**src/design/utf8v_pkg.sv**
```systemverilog
`timescale 1ns / 1ps

package utf8v_pkg;

	// Zero byte ends a string.
	localparam logic [7:0] BYTE_NUL = 8'h00;

	// Printable ASCII range and the control characters accepted in text.
	localparam logic [7:0] PRINT_LO = 8'h20;
	localparam logic [7:0] PRINT_HI = 8'h7E;
	localparam logic [7:0] CH_BEL   = 8'h07;
	localparam logic [7:0] CH_BS    = 8'h08;
	localparam logic [7:0] CH_HT    = 8'h09;
	localparam logic [7:0] CH_LF    = 8'h0A;
	localparam logic [7:0] CH_FF    = 8'h0C;
	localparam logic [7:0] CH_CR    = 8'h0D;
	localparam logic [7:0] CH_ESC   = 8'h1B;

	// Continuation bytes a lead byte calls for; zero means not a lead byte.
	localparam logic [2:0] LEAD_NONE = 3'd0;

	typedef struct packed {
		logic       zero;      // terminator
		logic       ascii;     // top bit clear
		logic       ascii_ok;  // printable or allowed control
		logic       cont;      // 10xxxxxx
		logic [2:0] lead_len;  // continuations a lead byte opens
	} utf8v_class_t;

endpackage

```
**src/design/utf8v_if.sv**
```systemverilog
`timescale 1ns / 1ps

interface utf8v_byte_if;
	logic       valid;
	logic       ready;
	logic [7:0] data_byte;

	modport source (output valid, output data_byte, input ready);
	modport sink   (input valid, input data_byte, output ready);
endinterface

interface utf8v_flag_if;
	logic valid;
	logic ready;
	logic is_utf8;

	modport source (output valid, output is_utf8, input ready);
	modport sink   (input valid, input is_utf8, output ready);
endinterface

```
**src/design/utf8v_classify.sv**
```systemverilog
`timescale 1ns / 1ps

module utf8v_classify
	import utf8v_pkg::*;
(
	input  logic [7:0]   data_byte,
	output utf8v_class_t cls
);

	always_comb begin
		cls.zero     = (data_byte == BYTE_NUL);
		cls.ascii    = ~data_byte[7];
		cls.cont     = (data_byte[7:6] == 2'b10);
		cls.ascii_ok = ~data_byte[7] && (data_byte inside {[PRINT_LO:PRINT_HI], CH_BEL, CH_BS,
			CH_HT, CH_LF, CH_FF, CH_CR, CH_ESC});
		casez (data_byte)
			8'b110?_????: cls.lead_len = 3'd1;
			8'b1110_????: cls.lead_len = 3'd2;
			8'b1111_0???: cls.lead_len = 3'd3;
			8'b1111_10??: cls.lead_len = 3'd4;
			8'b1111_110?: cls.lead_len = 3'd5;
			default:      cls.lead_len = LEAD_NONE;
		endcase
	end

endmodule

```
**src/design/utf8v_track.sv**
```systemverilog
`timescale 1ns / 1ps

module utf8v_track
	import utf8v_pkg::*;
(
	input  logic         clk,
	input  logic         arst_n,
	input  logic         advance,
	input  utf8v_class_t cls,
	output logic         verdict
);

	logic [2:0] pend_q, pend_d;
	logic       seen_q, seen_d;
	logic       failed_q, failed_d;

	assign verdict = ~failed_q & seen_q;

	always_comb begin
		pend_d   = pend_q;
		seen_d   = seen_q;
		failed_d = failed_q;
		if (advance) begin
			if (cls.zero) begin
				pend_d   = '0;
				seen_d   = 1'b0;
				failed_d = 1'b0;
			end else if (failed_q) begin
				// hold until the terminator
			end else if (pend_q != 3'd0) begin
				if (cls.cont) begin
					pend_d = pend_q - 3'd1;
					if (pend_q == 3'd1) begin
						seen_d = 1'b1;
					end
				end else begin
					failed_d = 1'b1;
					pend_d   = '0;
				end
			end else if (cls.ascii) begin
				if (!cls.ascii_ok) begin
					failed_d = 1'b1;
				end
			end else if (cls.lead_len != LEAD_NONE) begin
				pend_d = cls.lead_len;
			end else begin
				failed_d = 1'b1;
			end
		end
	end

	always_ff @(posedge clk or negedge arst_n) begin
		if (!arst_n) begin
			pend_q   <= '0;
			seen_q   <= 1'b0;
			failed_q <= 1'b0;
		end else begin
			pend_q   <= pend_d;
			seen_q   <= seen_d;
			failed_q <= failed_d;
		end
	end

endmodule

```
**src/design/utf8_text_validator.sv**
```systemverilog
`timescale 1ns / 1ps
// Throughput: one byte per cycle, sustained, as long as verdicts are taken.
// A terminating zero byte reaches the output as a verdict through the input
// register, then the result register, where it waits until the sink takes it.
// Only the zero byte yields a result beat; other bytes just update the state.
// Reset (arst_n low, asynchronous) empties both registers and clears the
// per-string state, as if a fresh string were starting.

module utf8_text_validator
	import utf8v_pkg::*;
(
	input  logic              clk,
	input  logic              arst_n,
	utf8v_byte_if.sink        text,
	utf8v_flag_if.source      verdict
);

	// Input stage: one byte waiting for classification.
	logic [7:0]   data_s1;
	logic         valid_s1;

	// Result register.
	logic         is_utf8_q;
	logic         out_valid_q;

	utf8v_class_t cls;
	logic         advance;
	logic         result;

	utf8v_classify u_classify (
		.data_byte (data_s1),
		.cls       (cls)
	);

	// Advance the input stage unless it holds a terminator and the result
	// register is still full and stalled. Nonzero bytes never wait on the sink.
	assign advance = valid_s1 && (!cls.zero || !out_valid_q || verdict.ready);

	utf8v_track u_track (
		.clk     (clk),
		.arst_n  (arst_n),
		.advance (advance),
		.cls     (cls),
		.verdict (result)
	);

	// Take a new beat whenever the input stage is empty or moves on.
	assign text.ready = !valid_s1 || advance;

	always_ff @(posedge clk or negedge arst_n) begin
		if (!arst_n) begin
			valid_s1 <= 1'b0;
		end else if (text.ready) begin
			valid_s1 <= text.valid;
		end
	end

	always_ff @(posedge clk) begin
		if (text.ready && text.valid) begin
			data_s1 <= text.data_byte;
		end
	end

	// Load a verdict on the terminator; drop it once the sink takes it.
	always_ff @(posedge clk or negedge arst_n) begin
		if (!arst_n) begin
			out_valid_q <= 1'b0;
		end else if (advance && cls.zero) begin
			out_valid_q <= 1'b1;
		end else if (verdict.ready) begin
			out_valid_q <= 1'b0;
		end
	end

	always_ff @(posedge clk) begin
		if (advance && cls.zero) begin
			is_utf8_q <= result;
		end
	end

	assign verdict.valid   = out_valid_q;
	assign verdict.is_utf8 = is_utf8_q;

endmodule

```
**src/flat_wrapper.sv**
```systemverilog
// flat-port wrapper written by rule: the top's interface ports become plain ports
module utf8_text_validator_flat import utf8v_pkg::*;
  (clk, arst_n, text_valid, text_data_byte, text_ready, verdict_valid, verdict_is_utf8, verdict_ready);
  utf8v_byte_if text_i ();
  utf8v_flag_if verdict_i ();
  input  logic clk;
  input  logic arst_n;
  input wire logic [$bits(text_i.valid)-1:0] text_valid;
  input wire logic [$bits(text_i.data_byte)-1:0] text_data_byte;
  output wire logic [$bits(text_i.ready)-1:0] text_ready;
  output wire logic [$bits(verdict_i.valid)-1:0] verdict_valid;
  output wire logic [$bits(verdict_i.is_utf8)-1:0] verdict_is_utf8;
  input wire logic [$bits(verdict_i.ready)-1:0] verdict_ready;
  assign text_i.valid = text_valid;
  assign text_i.data_byte = text_data_byte;
  assign text_ready = text_i.ready;
  assign verdict_valid = verdict_i.valid;
  assign verdict_is_utf8 = verdict_i.is_utf8;
  assign verdict_i.ready = verdict_ready;
  utf8_text_validator u_core (.clk(clk), .arst_n(arst_n), .text(text_i), .verdict(verdict_i));
endmodule
```
**config.mk**
```make
export PLATFORM = sky130hd
export DESIGN_NAME = utf8_text_validator_flat
export DESIGN_NICKNAME = d
export VERILOG_FILES = /design/src/design/utf8v_pkg.sv /design/src/design/utf8v_if.sv /design/src/design/utf8v_classify.sv /design/src/design/utf8v_track.sv /design/src/design/utf8_text_validator.sv /design/src/flat_wrapper.sv
export SDC_FILE = /design/constraint.sdc
export NUM_CORES = 1
export LEC_CHECK = 0
export ABC_AREA = 1
export BUFFER_PORTS_ARGS = -buffer_cell sky130_fd_sc_hd__buf_2
export CAP_MARGIN = 20
export CELL_PAD_IN_SITES_DETAIL_PLACEMENT = 0
export CELL_PAD_IN_SITES_GLOBAL_PLACEMENT = 1
export CORE_MARGIN = 1.5
export CORE_UTILIZATION = 43
export CTS_BUF_LIST = sky130_fd_sc_hd__clkbuf_8
export CTS_CLUSTER_SIZE = 28
export DETAILED_ROUTE_END_ITERATION = 12
export PLACE_DENSITY_LB_ADDON = 0.1
export SETUP_SLACK_MARGIN = 0.05
export SLEW_MARGIN = 20
export SYNTH_ARGS = -nofsm -noshare
export SYNTH_HDL_FRONTEND = slang
export SYNTH_HIERARCHICAL = 1
export SYNTH_SLANG_ARGS = --single-unit
export TNS_END_PERCENT = 5
```
**constraint.sdc**
```tcl
create_clock -name clk -period 3.25 [get_ports clk]
set_clock_uncertainty 0.15 [all_clocks]
set_input_delay 0.325 -clock clk [delete_from_list [all_inputs] [get_ports clk]]
set_output_delay 0.325 -clock clk [all_outputs]
set_load 0.005 [all_outputs]
```
==> results_dict.tcl, run 1 <==
set metrics [dict create \
    worstMarginPinSlew_ns 0.293 \
    worst-path-buf-inv 2 \
    layout_setup_ws_ns 1.15 \
    grt_util_met2_pct 21.9 \
    numCtsBuffers 3 \
    grt_max_degree 10 \
    required_ns 2.77 \
    antenna_left 0 \
    critPathKind "flop to output port" \
    hp-start "text_data_byte[7]" \
    critPathCaptureType "output port" \
    stdcell_count 170 \
    rr_worst_depth 10 \
    slowest_stage "edfxtp_1" \
    p_per_area_nw_per_um2 377 \
    min_to "u_core/data_s1[7]" \
    slew_headroom_pct 80.4 \
    cp_top_family "simple AND/OR/NAND/NOR gates" \
    die_w_um 50.8 \
    timing.rr.end "u_core/u_track/pend_q[1]" \
    drt-vias-per-instance 4.70 \
    std_cell_rows 17 \
    tritoncts "built" \
    met1_usage_pct 19.8 \
    place.gp.congestion 0.802 \
    achievable-frequency_mhz 476 \
    seq_area_um2 445 \
    max_stage_delay_ns 0.44 \
    boundaryPins 15 \
    yosysTopAreaCell "edfxtp_1" \
    die_h_um 50.8 \
    met3_usage_pct 2.68 \
    dp_hpwl_um 1330 \
    cp-start-kind "flop" \
    hold_path_class "primary input to flop" \
    ir_drop_uv 266 \
    syn-num-nets 137 \
    power_leakage_nw 0.622 \
    finalCritPeriodShare_pct 64.7 \
    coreArea_um2 2190 \
    cts_max_level 1 \
    clkTransAtPathRegs_ns 0.06 \
    arrival_ns 1.63 \
    synth_seq_area_share_pct 45.4 \
    maxCapViolations 0 \
    layout.nets 158 \
    busiest_layer "met2" \
    dp.cells 165 \
    initial_core_util_pct 44.8 \
    final_layout_size_suffix_gt1_share_pct 23.2 \
    clk_latency_ns 0.24 \
    clk_path_buf_depth 2 \
    synth_edf_count 9 \
    setup_violations 0 \
    syn_area_um2 981 \
    synthCells 122 \
    synth_top_cell_area_share_pct 27.6 \
    n_fill_cell 208 \
    dieArea_um2 2580 \
    grt_usage_pct 14.6 \
    yosys-top-cells-area "edfxtp_1 (28%), dfrtp_1 (18%), nand2_1 (11%)" \
    postCtsSetupRepairBufs 0 \
    dp_slack_ns 1.28 \
    cts_sinks 16 \
    cts-root-buf "clkbuf_8" \
    grt-ovfl-total 0 \
    critical_path.cell_chain "or2_1 -> nor3_1 -> buf_4 -> nand4_2 -> buf_2" \
    r2r_setup_slack_ns 1.26 \
    io_buffers 14 \
    diodes 0 \
    report.final.slew_viol_count 0 \
    fin_setup_tns_ns 0 \
    period_minus_slack_ns 2.10 \
    utilization_pct 52.4 \
    r2r-start "u_core/data_s1[5]" \
    async_flop_share_pct 43.8 \
    grt_first_pass_wirelength_um 2790 \
    crit_fanout 6 \
    routedWlPerCell_um 9.35 \
    vias 799 \
    syn_area_per_cell_um2 8.04 \
    synth_ff_type "edfxtp_1" \
    synth.most_common_cell "nand2_1" \
    drt_first_pass_iters 5 \
    rsz0062_at_grt "false" \
    syn_to_final_growth_pct 17.1 \
    ys_ff_latch 16 \
    drt_wl_total_um 1590 \
    timing.final.hold_violations 0 \
    drc_errors 0 \
    outcome "finished, final reports clean" \
    ys_warn_count 6 \
    multiInputGateArea_um2 427 \
    min_path_cells 1 \
    antenna_found_initial 0 \
    ys_types 23 \
    synth_top_cells_by_count "nand2_1 (29), inv_1 (26), nand3_1 (13)" \
    grt_pass1_vias 713 \
    dr.first_iter.drc_count 16 \
]
[routing by layer]
metal / wire, um / share of wire, %
met5: 0 / 0
met2: 696 / 44
met1: 839 / 53
met4: 14 / 0.88
met3: 38 / 2.4
[placed cells by master, fill, tap and decap left out, drive strengths merged]
master	n
dlygate4sd3	1
clkbuf	3
o21ai	6
dfrtp	7
a21oi	4
nor2	8
nand4	2
inv	30
nor3	1
a31oi	2
buf	15
or2	2
nand2	34
nand3	15
ha	3
edfxtp	9
[report_power, final]
| part | internal (mW) | switching, mW | total, mW |
|---|---|---|---|
| clock | 0.0834 | 0.0614 | 0.145 |
| sequential | 0.227 | 0.00889 | 0.236 |
| combinational | 0.0207 | 0.0317 | 0.0523 |
[area by class of cell]
cell class | instances | share of cell area [%]
repair buffers | 16 | 7.63
inverters | 29 | 9.48
clock inverters | 1 | 0.327
flip-flops and latches | 16 | 38.8
well taps | 28 | 3.05
clock buffers | 3 | 3.59
multi-input cells | 77 | 37.1
[per-stage QoR]
stage	hold slack, ns	instance area, um2	power (mW)
after floorplan	-0.121	981	0.275
after global placement	0.0148	1090	0.293
after detailed placement	0.0158	1090	0.292
final	0.101	1150	0.433
after global routing	0.0896	1150	0.457
after CTS	0.0959	1150	0.439
[cells by family (layout without fill, tap and decap cells)]
kind of cell / after synthesis / after routing / share of synthesized area, %
compound gates: 12 / 12 / 7.91
buf+inv: 29 / 49 / 11.1
simple gates: 62 / 62 / 31.8
flops: 16 / 16 / 45.4
fa+ha+maj: 3 / 3 / 3.83
[worst max-delay path by stage]
| stage | depth (start not counted) | slack (ns) | startpoint | to |
|---|---|---|---|---|
| floorplan | 9 | 0.97 | u_core/data_s1[5] | u_core/u_track/pend_q[2] |
| global placement | 10 | 1.33 | u_core/data_s1[5] | u_core/u_track/pend_q[0] |
| detailed placement | 10 | 1.28 | u_core/data_s1[5] | u_core/u_track/pend_q[1] |
| CTS | 5 | 1.13 | u_core/data_s1[5] | text_ready |
| global route | 5 | 1.03 | u_core/data_s1[5] | text_ready |
| finish | 5 | 1.15 | u_core/data_s1[5] | text_ready |
[flip-flops by register name (all words and copies together) (netlist names)]
name	count
u_core/u_track/pend_q	3
u_core/verdict.is_utf8	1
u_core/valid_s1	1
u_core/u_track/failed_q	1
u_core/verdict.valid	1
u_core/u_track/seen_q	1
u_core/data_s1	8
[timing repair]
| action | CTS | global route |
|---|---|---|
| resized for setup | 0 | 0 |
| hold buffers | 1 | 0 |
| hold endpoints to repair | 7 | 0 |
(Power assumes the default switching activity.)
==> run 2: changes to the inputs <==
- clock period: 3.25 -> 2 ns (I/O delays scaled with it)
==> results_dict.tcl, run 2 (same netlist as run 1, synthesis figures left out) <==
set metrics [dict create \
    final_layout_size_suffix_gt1_share_pct 28.2 \
    drt-vias-per-instance 4.62 \
    required_ns 1.65 \
    slew_headroom_pct 75.1 \
    power_leakage_nw 0.694 \
    power_mw 0.741 \
    std_cell_rows 17 \
    layout_setup_ws_ns 0.152 \
    diodes 0 \
    max_stage_delay_ns 0.40 \
    p_per_area_nw_per_um2 571 \
    maxCapViolations 0 \
    initial_core_util_pct 44.8 \
    layout.nets 172 \
    antenna_found_initial 0 \
    layout_common_cells "nand2_1 (29), inv_1 (26), buf_2 (14)" \
    cp_top_family "simple AND/OR/NAND/NOR gates" \
    routedWlPerCell_um 10.6 \
    drt_first_pass_iters 4 \
    dp_hpwl_um 1500 \
    multiInputGateArea_um2 452 \
    arrival_ns 1.50 \
    critical_path.cell_chain "nor2_2 -> nand3_2 -> nor3_4 -> nand4_2 -> buf_2" \
    grt_usage_pct 16.7 \
    crit_fanout 4 \
    rsz0062_at_grt "true" \
    cts_max_level 1 \
    dieArea_um2 2580 \
    antenna_left 0 \
    cts-root-buf "clkbuf_8" \
    finalCritPeriodShare_pct 92.4 \
    top_regs "u_core/data_s1 x8, u_core/u_track/pend_q x3" \
    achievable-frequency_mhz 541 \
    grt_first_pass_wirelength_um 3150 \
    period_minus_slack_ns 1.85 \
    grt_max_degree 10 \
    syn_to_final_growth_pct 32.4 \
    n_fill_cell 204 \
    clkTransAtPathRegs_ns 0.06 \
    numCtsBuffers 3 \
    r2r-start "u_core/data_s1[3]" \
    critPathLaunch "u_core/data_s1[3]" \
    place.gp.congestion 0.885 \
    hp-start "text_valid" \
    min_path_cells 3 \
    report.final.slew_viol_count 0 \
    outcome "finished, final reports clean" \
    critPathKind "flop to output port" \
    path_depth 5 \
    cp-start-kind "flop" \
    die_h_um 50.8 \
    clk_latency_ns 0.24 \
    boundaryPins 15 \
    grt-ovfl-total 0 \
    hold_path_class "primary input to flop" \
    largest_register "u_core/data_s1" \
    timing.final.hold_violations 0 \
    dp_slack_ns 0.0968 \
    worst-path-buf-inv 1 \
    ir_drop_uv 342 \
    clk_path_buf_depth 2 \
    coreArea_um2 2190 \
    cts_sinks 16 \
    fin_setup_tns_ns 0 \
    die_w_um 50.8 \
    tritoncts "built" \
    rr_worst_depth 10 \
    critPathCaptureType "output port" \
    seq_area_um2 445 \
    drt_wl_total_um 1950 \
    worstMarginPinSlew_ns 0.373 \
    grt_pass1_vias 757 \
    slowest_stage "edfxtp_1" \
    dr.first_iter.drc_count 17 \
    final_common_cell "nand2_1" \
    vias 850 \
    drc_errors 0 \
    io_buffers 14 \
    largest_reg_flops 8 \
    setup_violations 0 \
]
[run 2: layout make-up]
class	count	share of cell area, %
multi-input cells	77	34.8
flip-flops and latches	16	34.3
repair buffers	30	16.4
inverters	29	8.38
clock buffers	3	3.18
well taps	28	2.70
clock inverters	1	0.289
[run 2: repair_timing]
action | in CTS | in global routing
buffers inserted | 0 | 4
hold buffers | 9 | 0
resized for setup | 0 | 4
endpoints found under the setup margin | 0 | 4
hold endpoints to repair | 15 | 0
[run 2: power breakdown]
part / switching (mW) / internal, mW / leakage (nW) / total [mW]
sequential: 0.0121 / 0.369 / 0.175 / 0.381
clock: 0.102 / 0.136 / 0.0269 / 0.238
combinational: 0.0664 / 0.0560 / 0.492 / 0.122
total: 0.181 / 0.560 / 0.694 / 0.741
[run 2: worst paths after layout]
check                                                end  slack (ns)
worst min register to register  u_core/u_track/pend_q[1]        0.36
max in group asynchronous       u_core/u_track/pend_q[2]        1.37
worst min-delay path                     u_core/valid_s1       0.007
min in group asynchronous          u_core/u_track/seen_q        0.17
worst max register to register  u_core/u_track/pend_q[2]        0.16
worst max-delay path                          text_ready        0.15
[run 2: tightest hold or removal path: cells and delay by family]
family | cells | cell delay, ns
and+or+nand+nor | 1 | 0.05
buffers and inverters | 2 | 0.11
[run 2: routing by layer]
| layer | track usage, % | share of wire [%] | up-vias |
|---|---|---|---|
| li1 | - | - | 456 |
| met1 | 23.8 | 49 | 381 |
| met2 | 25.4 | 48 | 11 |
| met3 | 2.68 | 2.3 | 2 |
| met4 | 6.76 | 0.82 | 0 |
| met5 | 0 | 0 | - |
[run 2: through the flow]
stage / utilization, % / std cells / instance area (um2) / hold slack [ns]
global placement: 51.1 / 167 / 1120 / -0.112
floorplan: - / 122 / 992 / -0.246
finish: 59.3 / 184 / 1300 / 0.00692
detailed placement: 51.1 / 167 / 1120 / -0.105
CTS: 57.3 / 180 / 1250 / 0.00915
global route: 59.3 / 184 / 1300 / 0.0204
==> run 3: changes to the inputs <==
- BUFFER_PORTS_ARGS: -buffer_cell sky130_fd_sc_hd__buf_2 -> -buffer_cell sky130_fd_sc_hd__buf_4
- CORE_UTILIZATION: 43 -> 46
- clock period: 2 -> 2.4 ns (I/O delays scaled with it)
==> results_dict.tcl, run 3 (same netlist as run 1, synthesis figures left out) <==
set metrics [dict create \
    outcome "finished, final reports clean" \
    cts-root-buf "clkbuf_8" \
    tritoncts "built" \
    dp_slack_ns 0.164 \
    clkTransAtPathRegs_ns 0.06 \
    final_common_cell "nand2_1" \
    cp-start-kind "flop" \
    timing.final.hold_violations 0 \
    io_buffers 14 \
    p_seq_share_pct 54.4 \
    die_h_um 49.2 \
    critPathLaunch "u_core/data_s1[5]" \
    clkPwrFrac_pct 32.5 \
    p_comb_share_pct 13.1 \
    hold_slack_ns 0.0198 \
    p_sw_mw 0.136 \
    maxCapViolations 0 \
    drc_errors 0 \
    power_leakage_nw 0.634 \
    report.final.slew_viol_count 0 \
    vias 813 \
    r2r_setup_slack_ns 0.35 \
    grt_pass1_vias 739 \
    dr.first_iter.drc_count 15 \
    antenna_found_initial 0 \
    coreArea_um2 1980 \
    achievable-frequency_mhz 485 \
    n_fill_cell 167 \
    cts_sinks 16 \
    grt_first_pass_wirelength_um 3000 \
    slowest_stage "edfxtp_1" \
    std_cell_rows 16 \
    drt_first_pass_iters 4 \
    ir_drop_uv 513 \
    layout_common_cells "nand2_1 (29), inv_1 (27), buf_4 (15)" \
    period_minus_slack_ns 2.06 \
    slew_headroom_pct 75.6 \
    drt-vias-per-instance 4.81 \
    critical_path.cell_chain "or2_1 -> nor3_2 -> nand4_2 -> buf_4" \
    cts_max_level 1 \
    boundaryPins 15 \
    routedWlPerCell_um 10.2 \
    initial_core_util_pct 49.5 \
    diodes 0 \
    layout.nets 158 \
    top_regs "u_core/data_s1 x8, u_core/u_track/pend_q x3" \
    rsz0062_at_grt "false" \
    numCtsBuffers 3 \
    min_path_cells 1 \
    place.gp.congestion 0.895 \
    critPathCaptureType "output port" \
    final_layout_size_suffix_gt1_share_pct 23.9 \
    arrival_ns 1.67 \
    dpl_cell_area_um2 1130 \
    internal_power_mw 0.454 \
    dp_hpwl_um 1460 \
    switching_share_pct 23.0 \
    r2r-start "u_core/data_s1[5]" \
    grt_usage_pct 16.6 \
    hold_path_class "primary input to flop" \
    drt_wl_total_um 1720 \
    antenna_left 0 \
    p_per_area_nw_per_um2 496 \
    required_ns 2.01 \
    crit_fanout 5 \
    timing.rr.end "u_core/u_track/pend_q[0]" \
    critPathKind "flop to output port" \
    rr_worst_depth 9 \
    fin_setup_tns_ns 0 \
    finalCritPeriodShare_pct 85.9 \
    setup_violations 0 \
    worstMarginPinSlew_ns 0.365 \
    largest_reg_flops 8 \
    clk_latency_ns 0.24 \
    postCtsSetupRepairBufs 0 \
    hp-start "text_data_byte[4]" \
    layout_setup_ws_ns 0.338 \
    min_to "u_core/data_s1[4]" \
    clk_path_buf_depth 2 \
    max_stage_delay_ns 0.44 \
    grt_max_degree 10 \
    dieArea_um2 2420 \
    grt-ovfl-total 0 \
    syn_to_final_growth_pct 21.0 \
    largest_register "u_core/data_s1" \
    die_w_um 49.2 \
    final_design_area_no_fill_um2 1190 \
]
## run 3: changes by cell type in the layout (fill, tap and decap cells not counted), sizes merged
cell         previous run  this run
dlygate4sd3             9         1
buf                    21        15
## run 3: timing repair
item,4_1_cts,5_1_grt
hold endpoints to repair,7,0
hold buffers,1,0
gates resized for setup,0,1
endpoints found under the setup margin,0,4
## run 3: per-stage QoR
step	std cells	util, %	power, mW
after floorplan	122	-	0.372
after global placement	164	56.9	0.401
after detailed placement	164	56.9	0.401
after CTS	169	59.7	0.596
after global routing	169	59.9	0.622
final	169	59.9	0.589
## run 3: how the worst max path moves through the flow
stage,end,depth (start not counted)
final,text_ready,4
after global routing,u_core/u_track/pend_q[0],9
after CTS,text_ready,4
after detailed placement,u_core/u_track/pend_q[0],9
after global placement,u_core/u_track/pend_q[2],9
after floorplan,u_core/u_track/pend_q[2],9
## run 3: layer usage
metal | global-route usage, % | vias up | routed length, um
met2 | 25.9 | 17 | 823
met5 | 0 | - | 0
li1 | - | 423 | -
met1 | 21.6 | 369 | 805
met4 | 10.0 | 0 | 41
met3 | 2.76 | 4 | 46
## run 3: final cells by class
class | instances | area (um2) | area share [%]
Timing Repair Buffer | 16 | 123 | 10.3
Tap cell | 27 | 33.8 | 2.85
Clock buffer | 3 | 41.3 | 3.48
Inverter | 29 | 109 | 9.17
Sequential cell | 16 | 445 | 37.5
Clock inverter | 1 | 3.75 | 0.316
Multi-Input combinational cell | 77 | 432 | 36.4
## run 3: power groups by stage
stage | sequential [mW] | combinational [mW] | clock [mW]
finish | 0.321 | 0.0771 | 0.192
global route | 0.322 | 0.0882 | 0.211
CTS | 0.320 | 0.0770 | 0.198
detailed placement | 0.326 | 0.0753 | 0
global placement | 0.325 | 0.0759 | 0
floorplan | 0.322 | 0.0502 | 0
## run 3: worst max-delay path, delay by kind of cell (launching register included)
family,cells,cell delay (ns)
DFF,1,0.44
buffers and inverters,1,0.17
and+or+nand+nor,3,0.82
